===== src/hdl/fat16dd_pkg.sv =====
// Package for the FAT16 directory entry decoder: table sizing, marks,
// word types and state machine encodings.
// No dependencies; every other file imports it.
package fat16dd_pkg;

   // Allocation table geometry.
   localparam int TABLE_ENTRIES = 4096;
   localparam int TABLE_IDX_W   = $clog2(TABLE_ENTRIES);
   localparam int WALK_CNT_W    = $clog2(TABLE_ENTRIES + 1);

   // Marks and masks of the directory entry format.
   localparam logic [15:0] END_MARK       = 16'hFFF8;
   localparam logic [7:0]  DELETED_MARK   = 8'hE5;
   localparam logic [7:0]  SKIP_ATTR_BITS = 8'h03;
   localparam logic [7:0]  DIR_ATTR_BIT   = 8'h10;
   localparam logic [11:0] YEAR_BASE      = 12'd1980;

   typedef enum logic {
      OP_LOAD   = 1'b0,
      OP_DECODE = 1'b1
   } op_type;

   // Request word.
   typedef struct packed {
      op_type      op;
      logic [11:0] fat_index;
      logic [15:0] fat_value;
      logic [7:0]  name_first_byte;
      logic [7:0]  attr_byte;
      logic [31:0] size_word;
      logic [15:0] time_word;
      logic [15:0] date_word;
      logic [15:0] head_cluster;
   } req_type;

   // Response word.
   typedef struct packed {
      logic        skipped;
      logic [5:0]  attr_flags;
      logic [31:0] byte_size;
      logic [4:0]  hour;
      logic [5:0]  minute;
      logic [5:0]  second;
      logic [4:0]  day;
      logic [3:0]  month;
      logic [11:0] year;
      logic [12:0] cluster_count;
      logic        regular_file;
      logic        chain_broken;
   } rsp_type;

   // Control from the top level to the chain walker.
   typedef struct packed {
      logic        start;
      logic [15:0] head_cluster;
   } walk_ctl_type;

   // Status from the chain walker back to the top level.
   typedef struct packed {
      logic                  done;
      logic                  broken;
      logic [WALK_CNT_W-1:0] count;
   } walk_stat_type;

   typedef enum logic [1:0] {
      ST_IDLE,
      ST_WALK,
      ST_RESULT
   } top_state_type;

   typedef enum logic [1:0] {
      WK_IDLE,
      WK_FIRST,
      WK_LINK
   } walk_state_type;

endpackage


===== src/hdl/fat16dd_walker.sv =====
// Cluster chain walker: follows the allocation table one link per cycle.
// Depends on fat16dd_pkg; drives the read port of fat16dd_table_ram.
module fat16dd_walker
   import fat16dd_pkg::*;
(
   input  logic                   clock,
   input  logic                   reset,
   input  walk_ctl_type           ctl,
   output walk_stat_type          stat,
   output logic                   rd_en,
   output logic [TABLE_IDX_W-1:0] rd_addr,
   input  logic [15:0]            rd_data
);

   walk_state_type        state_ff, state_in;
   logic [15:0]           cur_ff, cur_in;
   logic [WALK_CNT_W-1:0] cnt_ff, cnt_in;

   logic [15:0] cur_v;
   logic        at_end;
   logic        off_table;
   logic        too_long;

   // State and walk count registers.
   always_ff @(posedge clock) begin
      if (reset) begin
         state_ff <= WK_IDLE;
         cnt_ff   <= '0;
      end else begin
         state_ff <= state_in;
         cnt_ff   <= cnt_in;
      end
   end

   always_ff @(posedge clock) begin
      cur_ff <= cur_in;
   end

   // The cluster under test is the start cluster on the first step and the
   // word just read from the table on every later one.
   always_comb begin
      cur_v     = (state_ff == WK_LINK) ? rd_data : cur_ff;
      at_end    = (cur_v >= END_MARK);
      off_table = ({1'b0, cur_v} >= 17'(TABLE_ENTRIES));
      too_long  = (cnt_ff >= WALK_CNT_W'(TABLE_ENTRIES));
   end

   // Next state and outputs.
   always_comb begin
      state_in    = state_ff;
      cur_in      = cur_ff;
      cnt_in      = cnt_ff;
      rd_en       = 1'b0;
      rd_addr     = cur_v[TABLE_IDX_W-1:0];
      stat.done   = 1'b0;
      stat.broken = 1'b0;
      stat.count  = cnt_ff;
      unique case (state_ff)
         WK_IDLE: begin
            if (ctl.start) begin
               cur_in   = ctl.head_cluster;
               cnt_in   = '0;
               state_in = WK_FIRST;
            end
         end
         WK_FIRST, WK_LINK: begin
            priority if (at_end) begin
               stat.done = 1'b1;
               state_in  = WK_IDLE;
            end else if (off_table || too_long) begin
               stat.done   = 1'b1;
               stat.broken = 1'b1;
               state_in    = WK_IDLE;
            end else begin
               // Fetch the next link and count it.
               rd_en    = 1'b1;
               cnt_in   = cnt_ff + 1'b1;
               state_in = WK_LINK;
            end
         end
         default: begin
            state_in = WK_IDLE;
         end
      endcase
   end

endmodule

===== config.mk =====
export PLATFORM = sky130hd
export DESIGN_NAME = fat16dd_walker
export DESIGN_NICKNAME = d
export VERILOG_FILES = /design/src/hdl/fat16dd_pkg.sv /design/src/hdl/fat16dd_walker.sv
export SDC_FILE = /design/constraint.sdc
export NUM_CORES = 1
export LEC_CHECK = 0
export ABC_AREA = 0
export ABC_CLOCK_PERIOD_IN_PS = 5850
export BUFFER_PORTS_ARGS = -buffer_cell sky130_fd_sc_hd__buf_4
export CAP_MARGIN = 15
export CORE_ASPECT_RATIO = 0.75
export CORE_MARGIN = 1.5
export CORE_UTILIZATION = 51
export CTS_CLUSTER_DIAMETER = 60
export CTS_CLUSTER_SIZE = 10
export DETAILED_ROUTE_END_ITERATION = 10
export PLACE_DENSITY = 0.89
export SYNTH_ARGS = -nofsm -noshare
export SYNTH_HDL_FRONTEND = slang
export SYNTH_SLANG_ARGS = --single-unit

===== constraint.sdc =====
create_clock -name clock -period 5.85 [get_ports clock]
set_input_delay 1.4625 -clock clock [delete_from_list [all_inputs] [get_ports clock]]
set_output_delay 1.4625 -clock clock [all_outputs]
set_load 0.005 [all_outputs]

## Yosys cells after proc, flatten, opt, wreduce, memory -nomap -nowiden

Cells that the tools add are included.

| storage, ports and cells | value |
|---|---|
| bits of input ports | 35 |
| logic and storage cells | 34 |
| register bits after elaboration | 31 |

| cells by class | value |
|---|---|
| add/subtract/negate cells | 1 |
| muxes and demuxes | 16 |
| eq/ne operators | 5 |
| reductions and logical operators | 6 |
| magnitude comparators | 3 |

Operators by type and width:

| cell | count |
|---|---|
| 13-bit 2-to-1 mux | 3 |
| 13-bit case mux with 2 select lines | 1 |
| 16-bit by 13-bit >= comparator with 1-bit output, second input constant | 1 |
| 16-bit >= comparator, second input constant | 1 |
| 16-bit 2-to-1 mux | 1 |
| 13-bit by 1-bit adder with 13-bit output, second input constant | 1 |
| 13-bit >= comparator, second input constant | 1 |
| 2-bit 2-to-1 mux | 5 |
| 2-bit != test, second input constant | 3 |
| 1-bit 2-to-1 mux | 5 |
| 2-bit case mux with 2 select lines | 1 |
| 4-bit AND reduction | 1 |
| 2-bit by 1-bit equality test with 1-bit output, second input constant | 1 |
| 2-bit equality test, second input constant | 1 |
| 2-bit zero test | 1 |
| 2-bit AND reduction | 1 |
| 2-bit nonzero test | 1 |
| 2-bit OR reduction | 1 |
| 1-bit logical OR | 1 |

## Logic depth before layout (Yosys ltp)

| depth | value |
|---|---|
| depth after elaboration | 7 |
| gate-level depth with buffers | 9 |
| gate-level depth less buffers | 8 |

## Worst setup path after synthesis

OpenSTA, ideal clock, no wires.

| timing path | value |
|---|---|
| kind | input -> output |
| start point | input port rd_data[12] |
| end point | output port rd_en |
| arrival | 2.283 ns |
| stages | 4 |
| data required time | 4.388 ns |
| path slack | 2.104 ns |
| path through | nor4_1 a22oi_2 buf_2 nor2_1 |

| between the ends | value |
|---|---|
| longest elaborated chain between the ends | 6 |
| elaborated cells on any way between the ends | 7 |
| those cells by class | 2 x order compare; 4 x mux; 1 x reduce/logical |

RTL lines:

| what | RTL line | text |
|---|---|---|
| from (decl) | fat16dd_walker.sv:12 | `input logic [15:0] rd_data` |
| 16-bit 2-to-1 mux * | fat16dd_walker.sv:42 | `cur_v = (state_ff == WK_LINK) ? rd_data : cur_ff;` |
| 16-bit by 13-bit >= comparator with 1-bit output | fat16dd_walker.sv:44 | `off_table = ({1'b0, cur_v} >= 17'(TABLE_ENTRIES));` |
| 1-bit logical OR | fat16dd_walker.sv:70 | `end else if (off_table \|\| too_long) begin` |
| 1-bit 2-to-1 mux | fat16dd_walker.sv:70 |  |
| 1-bit 2-to-1 mux * | fat16dd_walker.sv:67 | `priority if (at_end) begin` |
| 1-bit 2-to-1 mux * | fat16dd_walker.sv:58 | `unique case (state_ff)` |
| to (decl) | fat16dd_walker.sv:10 | `output logic rd_en,` |

Every way passes the cells marked *; elsewhere a longest branch is shown, timed or not.

==> results.md <==
- Status: completed
- Final Setup Violations: 0
- Hpwl dp: between 3 and 4 mm
- Placed Instances: between 200 and 250
- Initial core utilization: ~54%
- DRC Markers: 0
- Die area: about 3500 um2
- Fin. max-slew vios: 0
- Synth Instances: 149
- Slew headroom: between 40% and 50%
- # hold bufs at CTS: 0
- Crit path time final: 4220 ps
- Crit path DAT: between 2000 and 3000 ps
- Site row count: 17
- MaxCap Viol Count: 0
- Syn Area/Cell: 10.6 um2
- Num CTS Buffers: 5
- PD cells: approximately 210 nW/um2
- Slew @ Worst Pin: roughly 830 ps
- Crit path cell chain: buf_4 > nor4_1 > a22oi_2 > nand2_1 > a41oi_1 > buf_4
- CP max FO: 16
- Final non-filler cell total: ~250
- Sequential area share after synthesis: roughly half
- DRT Pass-1 Iters: 4
- Commonest non-fill, non-tap cells in the layout: buf_4, nand2_1, edfxtp_1, dfxtp_1, mux2_2
- CP bufs+invs: 2
- Post-Syn Nets: about 190
- CTS sink cnt: 31
- Cts repair resizes: 0
- Netlist Area Pre-Place: 1590 um2
- Fillers: approximately 210
- RSZ-0062 raised after global routing: no
- Synth Register Bits: 31
- Final #Nets: 252
- Delay-heaviest family, CP: simple AND/OR/NAND/NOR gates
- Required @ worst endpoint: around 4400 ps
- Fraction of layout cells with a size suffix above 1: a little over two fifths
- Chip height: ~51 um
- Wire per inst: roughly 15 um
- Multi-input gate area in the final layout: 752 um2
- Crit path kind: primary input to primary output
- Most common cell after layout, fill and taps aside: buf_4
- Global-route total usage across every layer: between 20% and 30%
- Area delta synth->final: 36.0%
- Via count: roughly 1400
- Initial drt markers: 50
- PortBufs: a little over 60
- Core area: about 3000 um2
- Crit-path most repeated cell: buf_4
- CP max-delay cell: nor4_1
- Postcts setup bufs: 0
- DRT antenna net count: 0
- HP Class: register to register
- Fin crit share: ~72%
- Largest net degree at the start of global routing: 19
- First-pass GRT wire length: 6.08 mm
- Htree depth: 2
- Final Util: 73.0%
- Clk Latency, worst-skew pair: around 280 ps
- Final Skew: roughly 5.5 ps
- FF+latch area: 781 um2
- Total gr overflow: 0
- Synth warn: 0
- CP peak stage delay: 460 ps
- I/O pins: 63
- Placer Congestion: ~0.9
- Fin. Hold Viols: 0
- TNS Setup: 0 ps
- Root Buffer: clkbuf_8
- F_max: 237 MHz
- Peak VDD IR: ~0.18 mV
- Number of diodes: 0
- Synth cell types: 38
- Vias in the first global route: 1340
- Max Root-Sink Buffers: 2
- Crit end category: primary output
- Initial antenna violation count: 0
- DP Worst Slack: 1670 ps
- Fin worst setup slack: approximately 1600 ps
- Leakage: approximately 0.86 nW
- Startpoint class of the critical path: primary input
- Reg clk slew, reported paths: approximately 60 ps
- Die width: around 67 um
- Wirelength, routed: slightly below 4 mm
- CTS tree: done
- DR vias/cell: 5.49
[tightest hold or removal path, stage by stage, from the launching register on]
cell and delay [ps]:
dfxtp_1 330, nor2_1 50, nor2_1 70
[flip-flops by register name, indices dropped and copies added, names as in the netlist]
register  cells
cnt_ff       13
cur_ff       16
state_ff      2
[metal layers]
layer,share of wire [%],track usage [%],vias up
li1,-,-,683
met1,43,28.9,659
met2,51,41.4,38
met3,3.8,7.93,9
met4,1.8,10.5,0
met5,0,0,-
[synth_stat cells, drive strengths merged]
master	n	area [um2]
edfxtp	16	480
nand2	16	60.1
dfxtp	15	300
mux2	14	158
inv	8	30.0
nor2	7	26.3
nor4	7	58.8
mux2i	6	60.1
nand3	6	30.0
nor3	6	30.0
nand2b	5	31.3
nand4	5	31.3
or2	5	31.3
ha	3	37.5
nor2b	3	18.8
o21ai	3	15.0
a21oi	2	10.0
a22o	2	17.5
buf	2	16.3
clkbuf	2	7.51
o21a	2	15.0
or3	2	17.5
a22oi	1	12.5
a31o	1	8.76
a31oi	1	6.26
a41oi	1	8.76
and2	1	6.26
nand3b	1	7.51
o211ai	1	7.51
o21ba	1	10.0
o2bb2ai	1	8.76
o32ai	1	8.76
o41a	1	11.3
or4	1	7.51
[worst paths after layout]
check | start | to | slack [ps] | cells past startpoint
max reg2reg | state_ff[0] | cnt_ff[0] | 3380 | 8
min reg2reg | state_ff[0] | state_ff[0] | 480 | 2
min | state_ff[0] | state_ff[0] | 480 | 2
max | rd_data[12] | stat[13] | 1630 | 6
[logic make-up after synthesis]
group / count (synthesis) / share of synthesized area (%)
fa+ha+maj: 3 / 2.37
mux: 20 / 13.7
simple gates: 65 / 22.5
flops: 31 / 49.2
compound gates: 18 / 8.83
buf+inv: 12 / 3.39
[power by group]
group	switching, mW	internal (mW)
registers	0.00349	0.238
clock network	0.0747	0.0832
logic	0.0275	0.0340
[stage by stage]
step / area, um2 / hold slack, ps / power [mW]
final: 2160 / 478 / 0.461
after global routing: 2160 / 498 / 0.482
after CTS: 2160 / 482 / 0.465
after detailed placement: 2080 / 466 / 0.308
after global placement: 2080 / 448 / 0.304
after floorplan: 1590 / 438 / 0.272
[final cells by class]
| type | instances | share of cell area, % |
|---|---|---|
| Clock buffer | 7 | 3.54 |
| Clock inverter | 1 | 0.232 |
| Inverter | 8 | 1.39 |
| Multi-Input combinational cell | 106 | 34.9 |
| Sequential cell | 31 | 36.2 |
| Tap cell | 38 | 2.20 |
| Timing Repair Buffer | 62 | 21.6 |
Note: power is estimated with default switching activity, not from simulation.
